--- src/cfet_ram.sv ---
`default_nettype none

module cfet_ram #(
  parameter int WIDTH = 64,
  parameter int DEPTH = 64
) (
  input  wire logic                     clk_i,
  input  wire logic                     we_i,
  input  wire logic [$clog2(DEPTH)-1:0] waddr_i,
  input  wire logic [WIDTH-1:0]         wdata_i,
  input  wire logic [$clog2(DEPTH)-1:0] raddr_i,
  output logic      [WIDTH-1:0]         rdata_o
);

  logic [WIDTH-1:0] mem [DEPTH];

  always_ff @(posedge clk_i) begin
    if (we_i) begin
      mem[waddr_i] <= wdata_i;
    end
    rdata_o <= mem[raddr_i];
  end

endmodule

`default_nettype wire

--- config.mk ---
export PLATFORM = sky130hd
export DESIGN_NAME = cfet_ram
export DESIGN_NICKNAME = d
export VERILOG_FILES = /design/src/cfet_ram.sv
export SDC_FILE = /design/constraint.sdc
export NUM_CORES = 2
export LEC_CHECK = 0
export BUFFER_PORTS_ARGS = -buffer_cell sky130_fd_sc_hd__buf_2
export CORE_MARGIN = 4
export CORE_UTILIZATION = 25
export DETAILED_ROUTE_END_ITERATION = 6
export PLACE_DENSITY = 0.48
export SYNTH_ARGS = -nofsm -noshare
export SYNTH_HDL_FRONTEND = slang
export SYNTH_SLANG_ARGS = --single-unit
--- constraint.sdc ---
create_clock -name clk_i -period 16.9 [get_ports clk_i]
set_input_delay 2.535 -clock clk_i [delete_from_list [all_inputs] [get_ports clk_i]]
set_output_delay 2.535 -clock clk_i [all_outputs]
set_load 0.005 [all_outputs]
# == Word-level counts from Yosys, hierarchy flattened ==
# Memory sizes are Yosys's and may differ from the RTL's. A register that Yosys moved wholly into a read port is not among the register bits.
# Cells that the tools add are included.
# word_totals
register_bits,0
ramBits,4096
memories,1
# op_classes
n_mux,2
# memory_table
memory,words,width,read_ports,rd_ports_with_merged_regs,wr,line,rtl
mem,64,64,1,1,1,15,logic [WIDTH-1:0] mem [DEPTH];
# op_table
op,n
two-way mux 1 bit,2

# == Depth between registers and ports, before layout ==
# depth
depth_word,2
ltp_mapped,9
depth_no_buf,5

# == Least setup slack after synthesis ==
# OpenSTA, ideal clock, no wires.
# synth_timing
path_type,input -> register
startpoint,input port waddr_i[3]
endpoint,memory mem[48][0] (enable)
arrival_time_ns,7.407
t_required_ns,16.336
slack_ns,8.929
cell_stages,4
path_cell_list,clkbuf_1 > nor2b_1 > nand4b_1 > nor3_1
# synth_rtl
item,line,rtl
start: declaration,9,"input wire logic [$clog2(DEPTH)-1:0] waddr_i,"
end: declaration,15,
# No word-level cell before the write port.

==> results.tsv <==
stage	metric	value	unit
run_status	outcome	finished, final reports clean	
sta	Worst Max-Slew Pin Slew	1.30	ns
floorplanning	Die Wd	799	um
finish	layout cells sized above 1	0.283	
place	HPWL after detailed placement	251	mm
clock_tree	Clock transition at path regs	0.06	ns
sta	Slew Viols, Final	0	
critical_path	Crit-path slowest cell	buf_4	
grt	initial antenna violation count	74	
critical_path	Worst EP required	17.73	ns
floorplanning	I/O Pins	142	
clock_tree	Setup Fix Bufs, Post-CTS	0	
place	Cells after DPL	14889	
clock_tree	maximum clock insertion buffer count	4	
yosys	Avg Inst Size Synth	23.7	um^2
place	GPL Wtd Cong	0.727	
yosys	Mapped Area	156000	um^2
yosys	Yosys top cell area share	0.787	
critical_path	worst path cell trace	buf_12 -> buf_12 -> buf_4 -> buf_4 -> mux4_2 -> mux2i_1 -> o22ai_1 -> a41oi_1 -> a211oi_1	
route	vias	74220	
sta	Tmin final	6.27	ns
sta	Tcrit/Tclk final	0.371	
critical_path	CP endpoint kind	flop	
critical_path	CP max stage delay	0.79	ns
clock_tree	clock sinks	4160	
yosys	Seq cells post-synth	4160	
clock_tree	clock root cell	clkbuf_16	
min_path	Hold Path Class	flop to flop	
finish	Non-Filler Instances	15702	
grt	first-pass GRT wire length	648	mm
yosys	post-synthesis sequential area ratio	0.795	
floorplanning	die area	638000	um^2
power	Max IR drop VDD	80.3	uV
sta	Slew headroom	0.136	
route	Via density	4.73	
critical_path	CP Buf/Inv Count	4	
clock_tree	cts bufs inserted	424	
sta	RSZ-0062 raised after global routing	false	
route	ANT nets after route	0	
clock_tree	clock tree from TritonCTS	yes	
sta	final hold viol count	0	
sta	Setup TNS Final	0	ns
critical_path	Critical Path Fanout Max	98	
floorplanning	Row Count	290	
route	WL/cell	30.1	um
power	Leakage	55.0	nW
floorplanning	Initial Util	0.251	
yosys	synth warn	0	
sta	clk_skew	0.0587	ns
sta	Max Clock Freq	159	MHz
yosys	Distinct cells, synth	33	
sta	setup violators final	0	
finish	area grow syn2layout	16.4	%
route	drt drc	0	
critical_path	Setup crit start kind	input port	
finish	Final nets	7071	
power	pwr dens	120	nW/um^2
yosys	cell taking the most area after synthesis	edfxtp_1	
place	I/O Buffers	141	
grt	GRT overflow	0	
grt	total track usage	0.144	
route	initial DRC count	7369	
critical_path	kind of critical path	input port to flop	
grt	pin count of the biggest net entering global routing	99	
route	iteration count of the initial detailed-routing pass	6	
yosys	Synth Instances	6598	
critical_path	Arrival @ worst endpoint	7.10	ns
clock_tree	Clk Latency, worst-skew pair	1.00	ns
yosys	Net Count, Synth	6676	
critical_path	delay-heaviest family, CP	buffers and inverters	
floorplanning	total core area	623000	um^2
clock_tree	H-tree Lvls	5	
clock_tree	hold_buf cts	0	
route	routed wire length	473	mm
grt	vias in the first global route	76719	
run	max-cap viol count	0	
finish	area occupied by multi-input gates	30800	um^2
floorplanning	Die Ht	799	um
yosys	ranking of synthesized cells by area	edfxtp_1, mux4_2, mux2i_1, dfxtp_1, a22oi_1	
finish	fill count	60559	
power	Total Power	0.0218	W
clock_tree	post-CTS resize count	0	
finish	Register Area	124000	um^2
-- cells in the mapped netlist, drive strengths merged --
cell / n
a211oi: 63
a22o: 88
a22oi: 168
a2bb2oi: 19
a31o: 1
a31oi: 18
a41oi: 26
and2: 3
and3: 64
buf: 230
clkbuf: 140
dfxtp: 64
edfxtp: 4096
inv: 19
mux2i: 135
mux4: 1024
nand2: 58
nand2b: 11
nand3: 45
nand3b: 2
nand4: 2
nand4b: 1
nor2: 112
nor2b: 28
nor3: 2
o221ai: 38
o22ai: 83
or2: 28
or3: 29
or3b: 1
-- final cells by class --
cell class | count | share of cell area
antenna | 23 | 0.000316
timing repair buffer | 339 | 0.0140
clock buffer | 599 | 0.0647
tap | 8322 | 0.0572
sequential | 4160 | 0.683
multi-input combinational | 2049 | 0.169
inverter | 19 | 0.000392
clock inverter | 191 | 0.0109
-- cell families (layout without fill, tap and decap cells) --
family / after synthesis / in the layout / share of synthesized area
mux: 1159 / 1159 / 0.156
flops: 4160 / 4160 / 0.795
buf+inv: 389 / 1148 / 0.0118
other cells: 0 / 23 / 0
compound gates: 504 / 504 / 0.0248
simple gates: 386 / 386 / 0.0124
-- flip-flops by register name (all words and copies together), names as in the netlist --
signal and cells:
mem 4096, rdata_o 64
-- per-layer routing --
layer  track usage  up-vias  wire length [um]
li1              -    29313                 -
met1         0.189    41731            195000
met2         0.253     2453            240000
met5             0        -               105
met4        0.0360       16             12700
met3        0.0191      707             25000
-- tightest hold or removal path, cell delays in order, from the launching register on --
cell	delay [ns]
edfxtp_1	0.31
mux4_2	0.22
a22oi_1	0.06
nand3_1	0.08
and3_1	0.15
-- path summary, 6_finish.rpt --
| check | start | endpoint | slack, ns | cells after the start |
|---|---|---|---|---|
| min reg2reg | mem[47][16] | rdata_o[16] | 0.84 | 4 |
| max | raddr_i[0] | rdata_o[25] | 10.63 | 9 |
| min | mem[47][16] | rdata_o[16] | 0.84 | 4 |
| max reg2reg | mem[55][20] | rdata_o[20] | 14.61 | 5 |
-- placed cells by master (no fill, tap or decap), drive strengths merged, types with 18 or more instances in the layout --
cell type,count
a211oi,63
a22o,88
a22oi,168
a2bb2oi,19
a31oi,18
a41oi,26
and3,64
buf,339
bufinv,28
clkbuf,599
clkinv,134
dfxtp,64
diode,23
edfxtp,4096
inv,37
mux2i,135
mux4,1024
nand2,58
nand3,45
nor2,112
nor2b,28
o221ai,38
o22ai,83
or2,28
or3,29
-- per-stage QoR --
stage / area (um^2) / setup WS, ns / hold slack, ns / util
after global placement: 168000 / 9.55 / 0.821 / 0.270
final: 182000 / 10.63 / 0.843 / 0.292
after floorplan: 156000 / 8.93 / 0.788 / -
after global routing: 182000 / 10.22 / 0.890 / 0.292
after detailed placement: 168000 / 9.49 / 0.828 / 0.270
after CTS: 182000 / 10.59 / 0.839 / 0.292
-- report_power, final --
group | internal (W) | switching [W]
logic | 0.000349 | 0.000618
registers | 0.0114 | 0.0000544
clock network | 0.00530 | 0.00403
(Power assumes the default switching activity.)
