===== config.mk =====
export PLATFORM = sky130hd
export DESIGN_NAME = cfet_ctrl
export DESIGN_NICKNAME = d
export VERILOG_FILES = /design/src/cfet_pkg.sv /design/src/cfet_ctrl.sv
export SDC_FILE = /design/constraint.sdc
export NUM_CORES = 1
export LEC_CHECK = 0
export BUFFER_PORTS_ARGS = -buffer_cell sky130_fd_sc_hd__buf_2
export CORE_AREA = 3 3 40 42
export CTS_CLUSTER_SIZE = 30
export DETAILED_ROUTE_END_ITERATION = 8
export DIE_AREA = 0 0 43 45
export HOLD_SLACK_MARGIN = 0.08
export PLACE_DENSITY = 0.74
export SLEW_MARGIN = 25
export SYNTH_ARGS = -nofsm -noshare
export SYNTH_HDL_FRONTEND = slang
export SYNTH_SLANG_ARGS = --single-unit
export TNS_END_PERCENT = 30

===== constraint.sdc =====
create_clock -name clk_i -period 1.6 [get_ports clk_i]
set_input_delay 0.16 -clock clk_i [delete_from_list [all_inputs] [get_ports clk_i]]
set_output_delay 0.16 -clock clk_i [all_outputs]
set_load 0.01 [all_outputs]

===== src/cfet_pkg.sv =====
`default_nettype none

package cfet_pkg;

  localparam int MAX_EXTENTS = 64;
  localparam int ADDR_W      = 32;
  localparam int IDX_W       = $clog2(MAX_EXTENTS);
  localparam int CNT_W       = 7;
  localparam int STATUS_W    = 3;
  localparam int CFG_IDX_W   = 4;

  // Configuration register indexes
  localparam logic [CFG_IDX_W-1:0] REG_REGION_BASE  = CFG_IDX_W'(0);
  localparam logic [CFG_IDX_W-1:0] REG_REGION_LIMIT = CFG_IDX_W'(1);

  // Result status codes
  localparam logic [STATUS_W-1:0] ST_INSERTED     = 3'd0;
  localparam logic [STATUS_W-1:0] ST_MERGED_BELOW = 3'd1;
  localparam logic [STATUS_W-1:0] ST_MERGED_ABOVE = 3'd2;
  localparam logic [STATUS_W-1:0] ST_MERGED_BOTH  = 3'd3;
  localparam logic [STATUS_W-1:0] ST_TABLE_FULL   = 3'd4;
  localparam logic [STATUS_W-1:0] ST_OUTSIDE      = 3'd5;

  typedef struct packed {
    logic [ADDR_W-1:0] block_address;
    logic [ADDR_W-1:0] block_size;
  } in_t;

  typedef struct packed {
    logic [STATUS_W-1:0] status;
    logic [ADDR_W-1:0]   resulting_start;
    logic [ADDR_W-1:0]   resulting_size;
    logic [CNT_W-1:0]    entries_in_use;
  } out_t;

  // One table entry as stored in the extent RAM
  typedef struct packed {
    logic [ADDR_W-1:0] start;
    logic [ADDR_W-1:0] size;
  } ext_t;

  // Datapath operations, one per cycle
  typedef enum logic [3:0] {
    OP_NONE,
    OP_LOAD,
    OP_SCAN0,
    OP_ADV,
    OP_HIT,
    OP_WR_LO,
    OP_WR_UP,
    OP_REJ_RANGE,
    OP_REJ_FULL,
    OP_INS,
    OP_SUM,
    OP_WR_BOTH,
    OP_SHUP0,
    OP_SHUP,
    OP_SHDN,
    OP_EMIT
  } op_e;

  typedef struct packed {
    op_e  op;
    logic cnt_dec;
  } dp_cmd_t;

  typedef struct packed {
    logic out_of_range;
    logic cnt_zero;
    logic full;
    logic lt;
    logic scan_last;
    logic at_pos;
    logic pos_at_cnt;
    logic pos_last;
    logic below;
    logic above;
    logic out_busy;
  } dp_sts_t;

endpackage

`default_nettype wire


===== src/cfet_ctrl.sv =====
`default_nettype none

module cfet_ctrl import cfet_pkg::*; (
  input  wire logic    clk_i,
  input  wire logic    rst_ni,
  input  wire logic    in_valid_i,
  output logic         in_ready_o,
  input  wire dp_sts_t sts_i,
  output dp_cmd_t      cmd_o
);

  localparam logic [3:0] S_IDLE   = 4'd0;
  localparam logic [3:0] S_CHECK  = 4'd1;
  localparam logic [3:0] S_SCAN   = 4'd2;
  localparam logic [3:0] S_DECIDE = 4'd3;
  localparam logic [3:0] S_MERGE  = 4'd4;
  localparam logic [3:0] S_SHDN   = 4'd5;
  localparam logic [3:0] S_SHUP   = 4'd6;
  localparam logic [3:0] S_INS    = 4'd7;
  localparam logic [3:0] S_DONE   = 4'd8;

  logic [3:0] state_q, state_d;

  assign in_ready_o = (state_q == S_IDLE);

  always_comb begin
    state_d       = state_q;
    cmd_o.op      = OP_NONE;
    cmd_o.cnt_dec = 1'b0;
    case (state_q)
      S_IDLE: begin
        if (in_valid_i) begin
          cmd_o.op = OP_LOAD;
          state_d  = S_CHECK;
        end
      end
      S_CHECK: begin
        if (sts_i.out_of_range) begin
          cmd_o.op = OP_REJ_RANGE;
          state_d  = S_DONE;
        end else begin
          cmd_o.op = OP_SCAN0;
          state_d  = sts_i.cnt_zero ? S_DECIDE : S_SCAN;
        end
      end
      S_SCAN: begin
        if (sts_i.lt) begin
          cmd_o.op = OP_ADV;
          if (sts_i.scan_last) begin
            state_d = S_DECIDE;
          end
        end else begin
          cmd_o.op = OP_HIT;
          state_d  = S_DECIDE;
        end
      end
      S_DECIDE: begin
        if (sts_i.below && sts_i.above) begin
          cmd_o.op = OP_SUM;
          state_d  = S_MERGE;
        end else if (sts_i.below) begin
          cmd_o.op = OP_WR_LO;
          state_d  = S_DONE;
        end else if (sts_i.above) begin
          cmd_o.op = OP_WR_UP;
          state_d  = S_DONE;
        end else if (sts_i.full) begin
          cmd_o.op = OP_REJ_FULL;
          state_d  = S_DONE;
        end else if (sts_i.pos_at_cnt) begin
          cmd_o.op = OP_INS;
          state_d  = S_DONE;
        end else begin
          cmd_o.op = OP_SHUP0;
          state_d  = S_SHUP;
        end
      end
      S_MERGE: begin
        cmd_o.op = OP_WR_BOTH;
        if (sts_i.pos_last) begin
          cmd_o.cnt_dec = 1'b1;
          state_d       = S_DONE;
        end else begin
          state_d = S_SHDN;
        end
      end
      S_SHDN: begin
        cmd_o.op = OP_SHDN;
        if (sts_i.scan_last) begin
          cmd_o.cnt_dec = 1'b1;
          state_d       = S_DONE;
        end
      end
      S_SHUP: begin
        cmd_o.op = OP_SHUP;
        if (sts_i.at_pos) begin
          state_d = S_INS;
        end
      end
      S_INS: begin
        cmd_o.op = OP_INS;
        state_d  = S_DONE;
      end
      S_DONE: begin
        if (!sts_i.out_busy) begin
          cmd_o.op = OP_EMIT;
          state_d  = S_IDLE;
        end
      end
      default: begin
        state_d = S_IDLE;
      end
    endcase
  end

  always_ff @(posedge clk_i or negedge rst_ni) begin
    if (!rst_ni) begin
      state_q <= S_IDLE;
    end else begin
      state_q <= state_d;
    end
  end

  a_shift_in_table: assert property (@(posedge clk_i) disable iff (!rst_ni)
    (state_q == S_SHUP || state_q == S_SHDN) |-> !sts_i.cnt_zero)
    else $error("shifting an empty table");

  a_done_emits: assert property (@(posedge clk_i) disable iff (!rst_ni)
    (state_q == S_DONE && !sts_i.out_busy) |=> in_ready_o)
    else $error("result emitted without return to idle");

  a_accept_idle: assert property (@(posedge clk_i) disable iff (!rst_ni)
    (in_valid_i && in_ready_o) |=> state_q == S_CHECK)
    else $error("accepted word not checked");

endmodule

`default_nettype wire


* After elaboration in Yosys (flattened, before gate mapping)
Index checks and enable logic that the tools add are counted. Widths: inputs -> output; s select.
Operators by class: equality and inequality tests 13, muxes and demuxes 28, reductions and logical operators 3
Operators by type and width (number):
- $pmux 4 s9 | 2
- $mux 4 | 17
- $eq 4x3->1 const B | 4
- $mux 3 | 4
- $eq 4x2->1 const B | 2
- $ne 2x2->1 const B | 4
- $reduce_and 5->1 | 1
- $eq 4x1->1 const B | 1
- $eq 4x4->1 const B | 1
- $logic_not 4->1 | 1
- $mux 1 | 4
- $ne 3x3->1 const B | 1
- $pmux 1 s2 | 1
- $logic_and 1x1->1 | 1
Storage, ports and cells: flip-flop bits (word level) 4, output and inout port bits 6

* Longest topological paths before layout
depth in word-level cells 6, mapped depth 6, gate-level depth less buffers 6

* Worst setup path after synthesis
OpenSTA, ideal clock, no wires.
path type register to output, start point reg state_q[2], end point out cmd_o[1] (netlist bit), cell stages (with the launch flop) 6, path slack 265 ps, arrival 1175 ps, cell sequence dfrtp_1 buf_6 nor2_1 nand3_1 or3_1 o211ai_1
RTL lines:
- start: declaration | RTL line cfet_ctrl.sv:22 | logic [3:0] state_q, state_d;
- start signal: assignment | RTL line cfet_ctrl.sv:120 | state_q <= state_d;
- end: declaration | RTL line cfet_ctrl.sv:9 | output dp_cmd_t cmd_o

==> impl_results.rst <==
.. list-table::
   :header-rows: 1

   * - Metric
     - Value
   * - Overall power
     - 1438 µW
   * - Worst setup slack after placement
     - 0.08423 ns
   * - Fraction of synthesized cell area taken by the top area cell type
     - between 10% and 20%
   * - N_diodes
     - 0
   * - Multiplexer share of the synthesized area
     - 1.606%
   * - Mapped Avg Cell Area
     - 7.599 µm²
   * - H-tree depth
     - 1
   * - Worst skew pair latency
     - between 0.2 and 0.25 ns
   * - Post-synth EDFFs
     - 0
   * - Required time reported for the critical path endpoint
     - 1.44 ns
   * - Setup violations, final
     - 2
   * - Number of violations reported at the end of detailed-routing iteration 0
     - 9
   * - Total grt overflow
     - 0
   * - Netlist area before placement
     - 623.1 µm²
   * - Origin of the critical flop-to-flop path
     - state_q[1]$_DFFE_PN0P_
   * - Top-count cell post-synth
     - a21oi_1
   * - DR WL/cell
     - around 13 µm
   * - Slew headroom
     - roughly three quarters
   * - Cell depth of the worst min-delay path
     - 2
   * - Main area contributors after synthesis
     - dfrtp_1 (16%), a21oi_1 (6.4%), buf_6 (5.4%)
   * - Simple-gate portion of the synthesized area
     - around a third
   * - Distinct cell type count of the synthesized netlist
     - 38
   * - Net count after synthesis
     - 98
   * - Switching fraction of total power
     - 44.10%
   * - Total of max-cap violations
     - 0
   * - Antenna-violating nets left
     - 0
   * - Internal power
     - 804.1 µW
   * - Final worst slack
     - -0.04002 ns
   * - Flip-flop count of the largest register, all copies and words added
     - 4
   * - Total negative slack for setup checks
     - -0.04766 ns
   * - Count of boundary I/O pins
     - 20
   * - Post-synthesis cell count
     - slightly above 80
   * - Drc violations
     - 0
   * - Prevailing post-synth register cell
     - dfrtp_1
   * - Fraction of the mapped netlist area in compound gates
     - 33.13%
   * - CTS Root Buffer Type
     - clkbuf_4
   * - Rows
     - 13
   * - Clock buffer count from CTS
     - 3
   * - Clock network fraction of total power
     - 8.8%
   * - Slew Viols, Final
     - 0
   * - Power per cell area
     - 1622 mW/mm²
   * - Worst VDD drop
     - about 0.79 mV
   * - Starting Density
     - between 40 and 50%
   * - Net switching power
     - approximately 630 µW
   * - # port buffers
     - 19
   * - Via count
     - 734
   * - Dominant combinational cell family by area after synthesis
     - simple AND/OR/NAND/NOR gates
   * - Seq/Total Area, Yosys
     - 16.06%
   * - Yosys synthesis warning count
     - 0
   * - Clk_skew
     - 0.001347 ns
   * - Hold crit path type
     - input pin to register
   * - Die area
     - 0.001935 mm²
   * - Critical path origin
     - state_q[3]$_DFFE_PN0P_
   * - Multi-input combinational cell area
     - between 400 and 500 µm²
   * - Number of cells traversed by the worst register-to-register path
     - 5
   * - Most frequent cells after synthesis
     - a21oi_1 (8), nor2_1 (7), nand2b_1 (5), o21ai_0 (5), o21ai_1 (5)
   * - Final weighted congestion of routability-driven global placement
     - 0.8585
   * - Violated checks
     - setup timing
   * - Count of fill cells added during filler insertion
     - 100
   * - Xor and xnor fraction of the mapped netlist area
     - 0%
   * - Signal arrival time at the worst endpoint
     - 1.48 ns
   * - Core region area
     - 0.001285 mm²
   * - Share of synthesized cell area in full adder, half adder and majority cells
     - 4.016%
   * - Dominant cell type by area after synthesis
     - dfrtp_1
   * - Number of global-route vias before repair
     - 695
   * - Ratio of cells with drive above 1 in the final layout
     - 45.22%
   * - First-pass GRT wire length
     - just under 3000 µm
   * - Transition time at the pin with the least slew margin
     - 0.3696 ns
   * - WL final
     - ~1700 µm
   * - Top Registers
     - state_q x4
   * - Share of flip-flops with an asynchronous set or reset
     - between 90% and 100%
   * - Fraction of the cycle the final worst path needs
     - 102.5%
   * - Category of the worst setup path launch point
     - register
   * - Combinational fraction of design power
     - 74.9%
   * - Source of the worst hold timing path
     - sts_i[6]
   * - Register bit total from synthesis
     - 4
   * - Die Y-Extent
     - between 40 and 50 µm
   * - Outcome
     - finished, violations left
   * - Antenna violations before repair
     - 0
   * - First-pass iteration count of the detailed router
     - 4
   * - Sinks on Clock Net
     - 4
   * - Cell leakage power
     - between 0.0004 and 0.0005 µW
   * - Final hold violations
     - 0
   * - Detailed Place HPWL
     - 1160 µm
   * - Area overhead of the layout relative to synthesis
     - 42.37%
   * - Clock transition at the register clock pins on the worst setup and hold paths after CTS
     - 0.04 ns
   * - Highest achievable clock rate
     - 609.7 MHz
   * - Most flops, register
     - state_q
   * - Vias per Instance
     - 5.646
   * - Crit Path Max Fanout
     - 5
   * - Final #Nets
     - 133
   * - Endpoint class of the critical path
     - primary output
   * - Maximum number of pins on one net before global-route repair
     - 11
   * - CTS tree
     - done
   * - Buffer depth of the longest clock path
     - 2
   * - RSZ-0062 raised after global routing
     - yes
   * - Post-layout min period
     - 1.640 ns
   * - Overall die width
     - 43 µm
   * - Storage element area
     - approximately 110 µm²
   * - Reg power frac
     - 16.3%
   * - Total global routing track utilization
     - 20.10%
   * - Setup CP Type
     - register to primary output
placed cells by master, fill, tap and decap left out, types with 2 or more instances in the layout:
master,instances
buf_2,20
buf_4,12
a21oi_1,6
o21ai_1,6
nor2_1,5
nand2b_1,4
o21ai_0,4
dfrtp_2,4
inv_1,3
and2b_1,3
clkbuf_4,3
buf_6,3
a21oi_2,2
nor2_2,2
a32oi_1,2
nand3b_1,2
nor3b_1,2
nand2_1,2
nor4_1,2
nand3_1,2
ha_1,2
layer usage:
layer	up-vias	part of all wire [%]	track usage [%]
li1	370	-	-
met1	343	46	26.88
met2	19	49	31.74
met3	2	4.5	6.375
met4	0	0.41	4.819
met5	-	0	0
worst max-delay path, cell delays in order (launching register included):
cell and delay [ns]:
dfrtp_2 0.43, buf_4 0.14, nand2b_1 0.08, o31a_1 0.24, o22ai_1 0.13, a21o_1 0.10
buf_2 0.12
area by class of cell:
cell class                 instances  area share (%)
tap                               15           2.116
sequential                         4           11.85
inverter                           3           1.269
clock buffer                       3           2.539
multi-input combinational         68           55.43
timing repair buffer              37           26.80
power groups by stage:
stage,sequential (µW),combinational [µW],clock (µW)
final,234,1080,127
after global routing,244,1180,150
after CTS,223,994,132
after detailed placement,246,849,0
after global placement,248,839,0
after floorplan,181,679,0
through the flow:
step	hold WS (ns)	util (%)	std cells	area [µm²]
floorplan	-0.1356	-	82	623.1
CTS	0.1751	65.73	129	844.6
global placement	-0.03419	58.13	118	747.0
global route	0.1726	69.04	130	887.1
finish	0.1886	69.04	130	887.1
detailed placement	-0.03476	58.13	118	747.0
timing repair:
item	4_1_cts	5_1_grt
endpoints found under the setup margin	4	5
setup buffers	8	1
gates resized for setup	10	7
hold endpoints to repair	4	0
pin swaps	5	2
hold buffers	1	0
path summary, 6_finish.rpt:
path	end	slack [ns]
worst max-delay path	cmd_o[3]	-0.04
worst min-delay path	state_q[0]$_DFFE_PN0P_	0.19
worst max register to register	state_q[0]$_DFFE_PN0P_	0.15
worst min register to register	state_q[1]$_DFFE_PN0P_	0.61
max in group asynchronous	state_q[3]$_DFFE_PN0P_	1.21
min in group asynchronous	state_q[2]$_DFFE_PN0P_	0.26
kinds of logic after synthesis:
family                     Yosys count
and+or+nand+nor                     34
buffers and inverters               10
AOI/OAI and AO/OA                   31
muxes                                1
adders and majority gates            2
DFF                                  4
(Power assumes the default switching activity.)
