$ cat config.mk
export PLATFORM = sky130hd
export DESIGN_NAME = cfet_dp
export DESIGN_NICKNAME = d
export VERILOG_FILES = /design/src/cfet_pkg.sv /design/src/cfet_dp.sv
export SDC_FILE = /design/constraint.sdc
export NUM_CORES = 1
export LEC_CHECK = 0
export ABC_CLOCK_PERIOD_IN_PS = 6700
export BUFFER_PORTS_ARGS = -buffer_cell sky130_fd_sc_hd__buf_2
export CELL_PAD_IN_SITES_DETAIL_PLACEMENT = 1
export CELL_PAD_IN_SITES_GLOBAL_PLACEMENT = 2
export CORE_ASPECT_RATIO = 1.5
export CORE_MARGIN = 1.5
export CORE_UTILIZATION = 39
export CTS_CLUSTER_SIZE = 10
export DETAILED_ROUTE_END_ITERATION = 16
export PLACE_DENSITY = 0.89
export SLEW_MARGIN = 20
export SYNTH_ARGS = -nofsm -noshare
export SYNTH_HDL_FRONTEND = slang
export SYNTH_SLANG_ARGS = --single-unit
$ cat constraint.sdc
create_clock -name clk_i -period 6.7 [get_ports clk_i]
set_input_delay 1.005 -clock clk_i [delete_from_list [all_inputs] [get_ports clk_i]]
set_output_delay 1.005 -clock clk_i [all_outputs]
set_load 0.01 [all_outputs]
$ cat src/cfet_pkg.sv
`default_nettype none

package cfet_pkg;

  localparam int MAX_EXTENTS = 64;
  localparam int ADDR_W      = 32;
  localparam int IDX_W       = $clog2(MAX_EXTENTS);
  localparam int CNT_W       = 7;
  localparam int STATUS_W    = 3;
  localparam int CFG_IDX_W   = 4;

  // Configuration register indexes
  localparam logic [CFG_IDX_W-1:0] REG_REGION_BASE  = CFG_IDX_W'(0);
  localparam logic [CFG_IDX_W-1:0] REG_REGION_LIMIT = CFG_IDX_W'(1);

  // Result status codes
  localparam logic [STATUS_W-1:0] ST_INSERTED     = 3'd0;
  localparam logic [STATUS_W-1:0] ST_MERGED_BELOW = 3'd1;
  localparam logic [STATUS_W-1:0] ST_MERGED_ABOVE = 3'd2;
  localparam logic [STATUS_W-1:0] ST_MERGED_BOTH  = 3'd3;
  localparam logic [STATUS_W-1:0] ST_TABLE_FULL   = 3'd4;
  localparam logic [STATUS_W-1:0] ST_OUTSIDE      = 3'd5;

  typedef struct packed {
    logic [ADDR_W-1:0] block_address;
    logic [ADDR_W-1:0] block_size;
  } in_t;

  typedef struct packed {
    logic [STATUS_W-1:0] status;
    logic [ADDR_W-1:0]   resulting_start;
    logic [ADDR_W-1:0]   resulting_size;
    logic [CNT_W-1:0]    entries_in_use;
  } out_t;

  // One table entry as stored in the extent RAM
  typedef struct packed {
    logic [ADDR_W-1:0] start;
    logic [ADDR_W-1:0] size;
  } ext_t;

  // Datapath operations, one per cycle
  typedef enum logic [3:0] {
    OP_NONE,
    OP_LOAD,
    OP_SCAN0,
    OP_ADV,
    OP_HIT,
    OP_WR_LO,
    OP_WR_UP,
    OP_REJ_RANGE,
    OP_REJ_FULL,
    OP_INS,
    OP_SUM,
    OP_WR_BOTH,
    OP_SHUP0,
    OP_SHUP,
    OP_SHDN,
    OP_EMIT
  } op_e;

  typedef struct packed {
    op_e  op;
    logic cnt_dec;
  } dp_cmd_t;

  typedef struct packed {
    logic out_of_range;
    logic cnt_zero;
    logic full;
    logic lt;
    logic scan_last;
    logic at_pos;
    logic pos_at_cnt;
    logic pos_last;
    logic below;
    logic above;
    logic out_busy;
  } dp_sts_t;

endpackage

`default_nettype wire

$ cat src/cfet_dp.sv
`default_nettype none

module cfet_dp import cfet_pkg::*; (
  input  wire logic                 clk_i,
  input  wire logic                 rst_ni,
  input  wire dp_cmd_t              cmd_i,
  output dp_sts_t                   sts_o,
  input  wire in_t                  in_data_i,
  input  wire logic                 cfg_valid_i,
  input  wire logic [CFG_IDX_W-1:0] cfg_index_i,
  input  wire logic [ADDR_W-1:0]    cfg_data_i,
  input  wire logic                 out_ready_i,
  output logic                      out_valid_o,
  output out_t                      out_data_o,
  output logic                      ram_we_o,
  output logic [IDX_W-1:0]          ram_waddr_o,
  output ext_t                      ram_wdata_o,
  output logic [IDX_W-1:0]          ram_raddr_o,
  input  wire ext_t                 ram_rdata_i
);

  logic [ADDR_W-1:0]   base_q, limit_q;
  logic [ADDR_W-1:0]   a_q, a_d, z_q, z_d, sum_q, sum_d;
  ext_t                lo_q, lo_d, up_q, up_d;
  logic                lo_vld_q, lo_vld_d, up_vld_q, up_vld_d;
  logic [CNT_W-1:0]    pos_q, pos_d, rd_idx_q, rd_idx_d, count_q, count_d;
  logic [STATUS_W-1:0] status_q, status_d;
  logic [ADDR_W-1:0]   res_start_q, res_start_d, res_size_q, res_size_d;
  logic                out_valid_q, out_valid_d;
  out_t                out_q, out_d;

  logic [CNT_W-1:0]  pos_m1, pos_p1, rd_p1, rd_m1, cnt_m1;
  logic [ADDR_W-1:0] lo_end, a_end, lo_grow, up_grow, both_size;

  assign pos_m1    = pos_q - CNT_W'(1);
  assign pos_p1    = pos_q + CNT_W'(1);
  assign rd_p1     = rd_idx_q + CNT_W'(1);
  assign rd_m1     = rd_idx_q - CNT_W'(1);
  assign cnt_m1    = count_q - CNT_W'(1);
  assign lo_end    = lo_q.start + lo_q.size;
  assign a_end     = a_q + z_q;
  assign lo_grow   = lo_q.size + z_q;
  assign up_grow   = up_q.size + z_q;
  assign both_size = sum_q + up_q.size;

  always_comb begin
    sts_o.out_of_range = (z_q == '0) || (a_q < base_q) || (a_q > limit_q)
                         || (z_q > (limit_q - a_q));
    sts_o.cnt_zero     = (count_q == '0);
    sts_o.full         = (count_q == CNT_W'(MAX_EXTENTS));
    sts_o.lt           = (ram_rdata_i.start < a_q);
    sts_o.scan_last    = (rd_p1 == count_q);
    sts_o.at_pos       = (rd_idx_q == pos_q);
    sts_o.pos_at_cnt   = (pos_q == count_q);
    sts_o.pos_last     = (pos_p1 == count_q);
    sts_o.below        = lo_vld_q && (lo_end == a_q);
    sts_o.above        = up_vld_q && (a_end == up_q.start);
    sts_o.out_busy     = out_valid_q && !out_ready_i;
  end

  always_comb begin
    a_d         = a_q;
    z_d         = z_q;
    sum_d       = sum_q;
    lo_d        = lo_q;
    up_d        = up_q;
    lo_vld_d    = lo_vld_q;
    up_vld_d    = up_vld_q;
    pos_d       = pos_q;
    rd_idx_d    = rd_idx_q;
    count_d     = count_q;
    status_d    = status_q;
    res_start_d = res_start_q;
    res_size_d  = res_size_q;
    out_d       = out_q;
    out_valid_d = out_valid_q && !out_ready_i;
    ram_we_o    = 1'b0;
    ram_waddr_o = '0;
    ram_wdata_o = '0;

    case (cmd_i.op)
      OP_LOAD: begin
        a_d = in_data_i.block_address;
        z_d = in_data_i.block_size;
      end
      OP_SCAN0: begin
        rd_idx_d = '0;
        pos_d    = '0;
        lo_vld_d = 1'b0;
        up_vld_d = 1'b0;
      end
      OP_ADV: begin
        lo_d     = ram_rdata_i;
        lo_vld_d = 1'b1;
        pos_d    = rd_p1;
        rd_idx_d = rd_p1;
      end
      OP_HIT: begin
        up_d     = ram_rdata_i;
        up_vld_d = 1'b1;
        pos_d    = rd_idx_q;
      end
      OP_WR_LO: begin
        ram_we_o    = 1'b1;
        ram_waddr_o = pos_m1[IDX_W-1:0];
        ram_wdata_o = '{start: lo_q.start, size: lo_grow};
        status_d    = ST_MERGED_BELOW;
        res_start_d = lo_q.start;
        res_size_d  = lo_grow;
      end
      OP_WR_UP: begin
        ram_we_o    = 1'b1;
        ram_waddr_o = pos_q[IDX_W-1:0];
        ram_wdata_o = '{start: a_q, size: up_grow};
        status_d    = ST_MERGED_ABOVE;
        res_start_d = a_q;
        res_size_d  = up_grow;
      end
      OP_REJ_RANGE: begin
        status_d    = ST_OUTSIDE;
        res_start_d = '0;
        res_size_d  = '0;
      end
      OP_REJ_FULL: begin
        status_d    = ST_TABLE_FULL;
        res_start_d = '0;
        res_size_d  = '0;
      end
      OP_INS: begin
        ram_we_o    = 1'b1;
        ram_waddr_o = pos_q[IDX_W-1:0];
        ram_wdata_o = '{start: a_q, size: z_q};
        count_d     = count_q + CNT_W'(1);
        status_d    = ST_INSERTED;
        res_start_d = a_q;
        res_size_d  = z_q;
      end
      OP_SUM: begin
        sum_d = lo_grow;
      end
      OP_WR_BOTH: begin
        ram_we_o    = 1'b1;
        ram_waddr_o = pos_m1[IDX_W-1:0];
        ram_wdata_o = '{start: lo_q.start, size: both_size};
        status_d    = ST_MERGED_BOTH;
        res_start_d = lo_q.start;
        res_size_d  = both_size;
        rd_idx_d    = pos_p1;
      end
      OP_SHUP0: begin
        rd_idx_d = cnt_m1;
      end
      OP_SHUP: begin
        ram_we_o    = 1'b1;
        ram_waddr_o = rd_p1[IDX_W-1:0];
        ram_wdata_o = ram_rdata_i;
        rd_idx_d    = rd_m1;
      end
      OP_SHDN: begin
        ram_we_o    = 1'b1;
        ram_waddr_o = rd_m1[IDX_W-1:0];
        ram_wdata_o = ram_rdata_i;
        rd_idx_d    = rd_p1;
      end
      OP_EMIT: begin
        out_valid_d = 1'b1;
        out_d       = '{status: status_q, resulting_start: res_start_q,
                        resulting_size: res_size_q, entries_in_use: count_q};
      end
      default: begin
      end
    endcase

    if (cmd_i.cnt_dec) begin
      count_d = cnt_m1;
    end
  end

  // Read the entry that the next cycle looks at
  assign ram_raddr_o = rd_idx_d[IDX_W-1:0];

  always_ff @(posedge clk_i or negedge rst_ni) begin
    if (!rst_ni) begin
      base_q      <= '0;
      limit_q     <= '0;
      count_q     <= '0;
      out_valid_q <= 1'b0;
    end else begin
      if (cfg_valid_i) begin
        case (cfg_index_i)
          REG_REGION_BASE:  base_q  <= cfg_data_i;
          REG_REGION_LIMIT: limit_q <= cfg_data_i;
          default: begin
          end
        endcase
      end
      count_q     <= count_d;
      out_valid_q <= out_valid_d;
    end
  end

  always_ff @(posedge clk_i) begin
    a_q         <= a_d;
    z_q         <= z_d;
    sum_q       <= sum_d;
    lo_q        <= lo_d;
    up_q        <= up_d;
    lo_vld_q    <= lo_vld_d;
    up_vld_q    <= up_vld_d;
    pos_q       <= pos_d;
    rd_idx_q    <= rd_idx_d;
    status_q    <= status_d;
    res_start_q <= res_start_d;
    res_size_q  <= res_size_d;
    out_q       <= out_d;
  end

  assign out_valid_o = out_valid_q;
  assign out_data_o  = out_q;

  a_count_bound: assert property (@(posedge clk_i) disable iff (!rst_ni)
    count_q <= CNT_W'(MAX_EXTENTS))
    else $error("extent count above table depth");

  a_emit_free: assert property (@(posedge clk_i) disable iff (!rst_ni)
    cmd_i.op == OP_EMIT |-> !(out_valid_q && !out_ready_i))
    else $error("result overwrites a pending word");

  a_ins_room: assert property (@(posedge clk_i) disable iff (!rst_ni)
    cmd_i.op == OP_INS |-> count_q < CNT_W'(MAX_EXTENTS))
    else $error("insert into a full table");

  a_lo_known: assert property (@(posedge clk_i) disable iff (!rst_ni)
    (cmd_i.op == OP_WR_LO || cmd_i.op == OP_WR_BOTH) |-> lo_vld_q && pos_q != '0)
    else $error("lower merge without lower neighbor");

  a_up_known: assert property (@(posedge clk_i) disable iff (!rst_ni)
    (cmd_i.op == OP_WR_UP || cmd_i.op == OP_WR_BOTH) |-> up_vld_q && pos_q < count_q)
    else $error("upper merge without upper neighbor");

endmodule

`default_nettype wire

# Word level (Yosys, flattened, before mapping)
# Index checks and enable logic that the tools add are counted.
# word_totals
word_cells	101
inputBits	173
ff_bits	453
output_inout_bits	163
# op_classes
reduce_logical	26
magnitude_cmp	4
eq_ne	23
muxes	13
add_sub_neg	12
# op_table
op	count
$pmux W64 S5	1
$add A32 B32 Y32	5
$pmux W32 S5	1
$pmux W32 S3	1
$eq A32 B32 Y1	2
$gt A32 B32 Y1	2
$lt A32 B32 Y1	2
$pmux W7 S5	1
$eq A4 B4 Y1 const B	8
$logic_not A32 Y1	1
$sub A32 B32 Y32	1
$eq A7 B7 Y1	4
$pmux W6 S4	1
$add A7 B1 Y7 const B	3
$pmux W7 S3	1
$pmux W3 S6	1
$eq A4 B3 Y1 const B	4
$mux W7	2
$sub A7 B1 Y7 const B	2
$reduce_bool A5 Y1	2
$reduce_or A2 Y1	5
$eq A4 B1 Y1 const B	2
$eq A4 B2 Y1 const B	2
$eq A7 B7 Y1 const B	1
13 further kinds	23

# Longest topological paths before layout
# Gate-level depths: netlist of run 1.
# logic_depth
word_depth	4
mapped_depth	24
depth_no_buf	24

# Least setup slack after synthesis of run 1
# Ideal clock, no wire load.
# synth_timing
kind	in2reg
start	input port cmd_i[2] (netlist name)
end	register up_vld_q, data pin
path_slack_ps	-632
arrival_ps	6194
required_ps	5562
path_stages	3
n_path_buf	2
setup_time_ps	1138
path_cell_list	clkbuf_1 clkbuf_1 nor3_1
# synth_via
elab_chain_cells	2
elab_cells_between_ends	3
cone_classes	eq/ne (2); mux (1)
# synth_rtl
item	line_no	rtl
start: declaration	cfet_dp.sv:6	input wire dp_cmd_t cmd_i,
$eq A4 B3 Y1 or $eq A4 B2 Y1 (tied branches)	cfet_dp.sv:81	case (cmd_i.op)
$pmux W1 S2 *	cfet_dp.sv:81	
net up_vld_d	cfet_dp.sv:25	logic lo_vld_q, lo_vld_d, up_vld_q, up_vld_d;
end signal: assignment	cfet_dp.sv:209	up_vld_q <= up_vld_d;
end: declaration	cfet_dp.sv:25	
# Mark *: on every way through the listed nets, which the timed path passes. The rest lies on a longest branch.
# A chain may end at the register's enable or synchronous reset.

==> reports/results.tsv, run 1 <==
stage	metric	value	unit
sta	fin. max-slew vios	0	
final_layout	Multi-input gate area	16200	um^2
detailed_routing	via density per instance	5.96	
sta	hold slack final	0.291	ns
worst_setup_path	flop-to-flop setup slack	2.22	ns
clock_network	Clock transition at path regs	0.06	ns
floorplan	Initial Util	39.5	%
placement	GP Congestion	0.965	
final_layout	# fillers	8611	
floorplan	Rows	124	
sta	Min Clock Period, post-route	6.53	ns
clock_network	Clock Latency Late Sink	0.64	ns
clock_network	H-tree depth	2	
yosys	Cell Area, Synth	30200	um^2
power	Pint	5840	uW
grt	largest net degree at the start of global routing	65	
worst_setup_path	R2R cell count	13	
final_layout	most common cell after layout, fill and taps aside	edfxtp_1	
sta	final setup margin	0.169	ns
power	clock share of power	33.1	%
yosys	Net Count, Synth	3428	
yosys	#FFs+latches synth	453	
yosys	Post-synth EDFFs	375	
power	Sw Ratio	32.1	%
sta	Max Fclk	153	MHz
detailed_routing	antenna viol nets, final	0	
worst_setup_path	crit path max fanout	6	
sta	Worst-Margin Slew	1.05	ns
power	Worst VDD drop	0.000195	V
detailed_routing	WL per Instance	26.6	um
grt	GR Util All Layers	28.8	%
yosys	Post-Synthesis Cells	2962	
floorplan	IO Pins	336	
hold_path	HP Class	primary input to async pin	
floorplan	Core Footprint	76500	um^2
yosys	Syn. warnings	0	
grt	first-pass GRT wire length	170000	um
placement	count of input and output buffers	335	
power	sequential power share	41.1	%
clock_network	clk sink count	453	
worst_setup_path	Crit. End Element	output pin	
yosys	Main synth FF type	edfxtp_1	
power	combinational share of power	25.9	%
clock_network	CTS max path bufs	3	
clock_network	CTS tree	yes	
detailed_routing	DRT Pass-1 Iters	6	
grt	total grt overflow	0	
detailed_routing	via count	25900	
clock_network	CTS buffer count	54	
final_layout	Reg area	13200	um^2
placement	DPL Wire Length	91900	um
yosys	Avg Cell Area, Syn	10.2	um^2
floorplan	Die H	344	um
final_layout	non-filler instance count after layout	4348	
clock_network	Root Driver	clkbuf_16	
yosys	register area share after synthesis	43.7	%
worst_setup_path	CP startpoint kind	flop	
flow_run	max_cap viols	0	
status	outcome	completed	
floorplan	die width	230	um
placement	Placed Cells	4241	
worst_setup_path	reg-to-reg endpoint	res_size_q[30]	
floorplan	Die ar.	79100	um^2
final_layout	Final Core Density	45.5	%
placement	DP Worst Slack	0.624	ns
final_layout	most frequent cells in the layout	edfxtp_1 (375), buf_2 (334), ha_1 (287)	
sta	Slew headroom	30.2	%
sta	final setup vio count	0	
power	Pleak	0.0146	uW
worst_setup_path	WP data required	5.69	ns
worst_setup_path	critical path arrival	5.53	ns
grt	vias in the first global route	27500	
worst_setup_path	Crit Path Class	flop to output pin	
power	Cell Pwr Density	247	nW/um^2
grt	initial antenna violation count	8	
sta	Hold Violations, Final	0	
yosys	Post-synth ARST share	15.9	%
sta	Final period util	97.5	%
detailed_routing	initial drt markers	1472	
power	total power	8600	uW
final_layout	P&R area growth vs syn	15.3	%
clock_network	Hold-fix buffers, CTS	0	
yosys	Cell variety after synth	74	
power	Sw Pwr	2770	uW
sta	Fin Clk Skew	0.0166	ns
final_layout	share of layout cells above drive strength 1	15.8	%
detailed_routing	drt drc	0	
final_layout	Layout Nets	3761	
worst_setup_path	R2R Path Start	z_q[0]	
detailed_routing	WL final	116000	um
==> kinds of logic (layout without fill, tap and decap cells) <==
group / Yosys count / count (layout) / share of synthesized area (%)
compound gates: 902 / 902 / 19.8
simple gates: 811 / 811 / 12.9
flops: 453 / 453 / 43.7
fa+ha+maj: 293 / 293 / 12.3
xor+xnor: 233 / 233 / 6.85
buf+inv: 226 / 598 / 2.90
mux: 44 / 44 / 1.62
other cells: 0 / 6 / 0
==> layout make-up <==
cell class	count	area share, %
sequential	453	37.9
antenna	6	0.0431
clock buffer	86	4.44
tap	1008	3.62
clock inverter	9	0.269
timing repair buffer	382	5.84
inverter	121	1.30
multi-input combinational	2283	46.6
==> registers in the layout, indices dropped and copies added, names as in the netlist <==
signal       count
a_q             32
base_q          32
count_q          7
limit_q         32
lo_q            64
lo_vld_q         1
out_data_o      74
out_valid_o      1
pos_q            7
rd_idx_q         7
res_size_q      32
res_start_q     32
status_q         3
sum_q           32
up_q            64
up_vld_q         1
z_q             32
==> critical path: stages (launching register included) <==
cell	delay, ns
edfxtp_1	0.55
ha_1	0.40
o21a_1	0.22
a2111oi_0	0.67
o21ai_0	0.29
xnor2_1	0.22
or4_1	0.53
nor4b_1	0.52
nand4_1	0.29
a311oi_1	0.29
nand4_1	0.14
a211oi_1	0.53
buf_2	0.24
==> stage by stage <==
stage | TNS (ns) | area [um^2]
6_report | 0 | 34800
5_1_grt | -0.0216 | 34800
4_1_cts | 0 | 34700
3_5_place_dp | 0 | 33100
3_3_place_gp | 0 | 33100
2_1_floorplan | 0 | 30200
==> how the worst max path moves through the flow <==
stage	end	slack [ns]	cells after the start	from
2_1_floorplan	a_q[0]	0.35	3	cmd_i[1]
3_3_place_gp	sts_o[10]	0.69	22	a_q[1]
3_5_place_dp	sts_o[10]	0.62	25	a_q[1]
4_1_cts	sts_o[10]	0.03	24	a_q[0]
5_1_grt	sts_o[10]	-0.02	25	a_q[1]
6_report	sts_o[1]	0.17	12	z_q[2]
==> metal layers <==
layer  track usage, %  routed length, um  up-vias
met5                0                 13        -
met4             19.4               8360        2
met3             3.30               5010      290
met2             52.6              59100      840
met1             31.3              43100    12900
li1                 -                  -    11900
==> what timing repair did <==
item | in CTS | in global routing
cloned | 0 | 0
setup endpoints to repair | 1 | 1
pin swaps | 0 | 2
buffers inserted | 0 | 6
gates resized for setup | 1 | 9
==> cells in the mapped netlist, types with 72 or more instances <==
cell / instances / area, um^2
ha_1: 287 / 3590
a21oi_1: 208 / 1040
edfxtp_1: 375 / 11300
o21ai_0: 189 / 946
xnor2_1: 147 / 1290
nor2_1: 168 / 631
clkbuf_1: 91 / 342
xor2_1: 84 / 736
a21o_1: 130 / 976
dfrtp_1: 72 / 1800
inv_1: 121 / 454
nand2_1: 273 / 1020
==> power groups by stage <==
stage / sequential [uW] / combinational [uW] / clock (uW)
finish: 3530 / 2220 / 2850
floorplan: 3430 / 1570 / 0
detailed placement: 3590 / 2190 / 0
global placement: 3580 / 2140 / 0
CTS: 3530 / 2210 / 2900
global route: 3560 / 2440 / 2980
Note: power is estimated with default switching activity, not from simulation.
==> run 2, diff against run 1 <==
--- a/config.mk
+++ b/config.mk
@@ -7,14 +7,12 @@
 export LEC_CHECK = 0
 export ABC_CLOCK_PERIOD_IN_PS = 6700
 export BUFFER_PORTS_ARGS = -buffer_cell sky130_fd_sc_hd__buf_2
-export CELL_PAD_IN_SITES_DETAIL_PLACEMENT = 1
-export CELL_PAD_IN_SITES_GLOBAL_PLACEMENT = 2
 export CORE_ASPECT_RATIO = 1.5
 export CORE_MARGIN = 1.5
-export CORE_UTILIZATION = 39
+export CORE_UTILIZATION = 57
 export CTS_CLUSTER_SIZE = 10
 export DETAILED_ROUTE_END_ITERATION = 16
-export PLACE_DENSITY = 0.89
+export PLACE_DENSITY = 0.85
 export SLEW_MARGIN = 20
 export SYNTH_ARGS = -nofsm -noshare
 export SYNTH_HDL_FRONTEND = slang
==> reports/results.tsv, run 2 (synthesis results as in run 1) <==
stage	metric	value	unit
status	outcome	completed	
sta	fin. max-slew vios	0	
worst_setup_path	CP startpoint kind	flop	
detailed_routing	WL met3	7110	um
sta	TNS Setup	0	ns
clock_network	CTS tree	yes	
detailed_routing	via count	26000	
clock_network	CTS max path bufs	3	
sta	Min Clock Period, post-route	6.42	ns
power	Worst VDD drop	0.000254	V
floorplan	Rows	103	
clock_network	Root Driver	clkbuf_16	
grt	largest net degree at the start of global routing	65	
sta	Worst-Margin Slew	1.04	ns
floorplan	Die ar.	54400	um^2
worst_setup_path	WP data required	5.69	ns
sta	Slew headroom	30.0	%
detailed_routing	drt drc	0	
final_layout	Largest register FFs	74	
clock_network	Clock transition at path regs	0.06	ns
final_layout	P&R area growth vs syn	13.2	%
grt	initial antenna violation count	7	
sta	Max Fclk	156	MHz
sta	Fin Clk Skew	0.0276	ns
power	Cell Pwr Density	242	nW/um^2
placement	DPL Wire Length	79600	um
clock_network	Hold-fix buffers, CTS	0	
grt	total grt overflow	0	
worst_setup_path	Crit. End Element	output pin	
flow_run	max_cap viols	0	
placement	Placed Cells	3906	
power	Pleak	0.0144	uW
grt	GR Util All Layers	36.7	%
detailed_routing	uppermost layer routed	met5	
final_layout	share of layout cells above drive strength 1	15.2	%
detailed_routing	wl on met1	35400	um
floorplan	die width	191	um
power	total power	8280	uW
final_layout	Final Core Density	65.1	%
placement	GP Congestion	1.00	
worst_setup_path	Crit Path Class	flop to output pin	
final_layout	# fillers	4170	
floorplan	IO Pins	336	
clock_network	CTS buffer count	51	
sta	Hold Violations, Final	0	
detailed_routing	wire length on met2	50500	um
clock_network	Clock Latency Late Sink	0.61	ns
detailed_routing	WL final	101000	um
worst_setup_path	flop-to-flop setup slack	2.16	ns
detailed_routing	WL per Instance	25.3	um
placement	count of input and output buffers	335	
detailed_routing	antenna viol nets, final	0	
detailed_routing	via density per instance	6.48	
sta	hold slack final	0.251	ns
floorplan	Die H	285	um
final_layout	Layout Nets	3747	
floorplan	Initial Util	57.6	%
clock_network	clk sink count	453	
detailed_routing	initial drt markers	2257	
grt	first-pass GRT wire length	149000	um
final_layout	most common cell after layout, fill and taps aside	edfxtp_1	
worst_setup_path	crit path max fanout	4	
final_layout	non-filler instance count after layout	4009	
final_layout	most frequent cells in the layout	edfxtp_1 (375), buf_2 (334), ha_1 (287)	
worst_setup_path	critical path arrival	5.41	ns
sta	final setup vio count	0	
detailed_routing	DRT Pass-1 Iters	6	
clock_network	H-tree depth	2	
floorplan	Core Footprint	52500	um^2
grt	vias in the first global route	25500	
sta	Final period util	95.7	%
hold_path	HP Class	primary input to async pin	
run 2: changes by cell type in the layout (fill, tap and decap cells not counted), moves of 2 or more:
| cell | before | now |
|---|---|---|
| clkbuf_16 | 57 | 51 |
| clkinv_2 | 3 | 0 |
| buf_4 | 48 | 36 |
| clkbuf_1 | 28 | 38 |
| clkinv_1 | 3 | 1 |
| bufinv_16 | 2 | 0 |
run 2: metal layers:
metal / vias up / global-route usage [%]
met1: 12400 / 40.2
met3: 335 / 4.60
met2: 1365 / 64.4
li1: 11900 / -
met4: 2 / 27.0
met5: - / 0
run 2: critical path, stage by stage, from the launching register on:
cell and delay [ns]:
edfxtp_1 0.43, ha_1 0.25, fa_1 0.41, nor2b_1 0.16, o31a_1 0.20, o31ai_2 0.10
a21boi_1 0.26, o2bb2ai_2 0.16, a21oi_1 0.13, a221o_1 0.37, or2_1 0.27, a31oi_2 0.17
xnor2_1 0.14, ha_1 0.26, a21oi_1 0.13, nor2b_1 0.05, o21ai_0 0.15, nand2b_1 0.08
a21oi_1 0.13, o21ai_0 0.14, a21oi_1 0.14, a31oi_1 0.06, or4_1 0.45, buf_2 0.16
run 2: final cells by class:
| class | instances | area, um^2 | area share (%) |
|---|---|---|---|
| diodes | 5 | 12.5 | 0.0366 |
| clock buffers | 91 | 1450 | 4.23 |
| clock inverters | 3 | 32.5 | 0.0952 |
| inverters | 121 | 454 | 1.33 |
| multi-input cells | 2283 | 16200 | 47.5 |
| flip-flops and latches | 453 | 13200 | 38.6 |
| well taps | 682 | 853 | 2.50 |
| repair buffers | 371 | 1960 | 5.73 |
run 2: per-stage QoR:
step,instance area (um^2),worst slack (ns)
2_1_floorplan,30200,0.352
3_3_place_gp,32600,0.796
3_5_place_dp,32600,0.707
4_1_cts,34100,0.0427
5_1_grt,34200,-0.0163
6_report,34200,0.285
run 2: what timing repair did:
item,CTS,global route
gates resized for setup,0,9
setup endpoints to repair,0,1
setup buffers,0,3
run 2: path summary, 6_finish.rpt:
path | endpoint | cells after the start | start
setup / recovery | sts_o[10] | 23 | a_q[0]
hold / removal | count_q[1] | 1 | rst_ni
setup reg to reg | res_size_q[30] | 13 | z_q[0]
hold reg to reg | out_data_o[67] | 0 | res_start_q[28]
max in group asynchronous | base_q[29] | 2 | rst_ni
min in group clk_i | out_data_o[67] | 0 | res_start_q[28]
run 2: report_power, final:
| part | switching [uW] | leakage [uW] | internal [uW] |
|---|---|---|---|
| combinational | 1270 | 0.00931 | 893 |
| clock | 1140 | 0.000704 | 1450 |
| sequential | 239 | 0.00441 | 3290 |
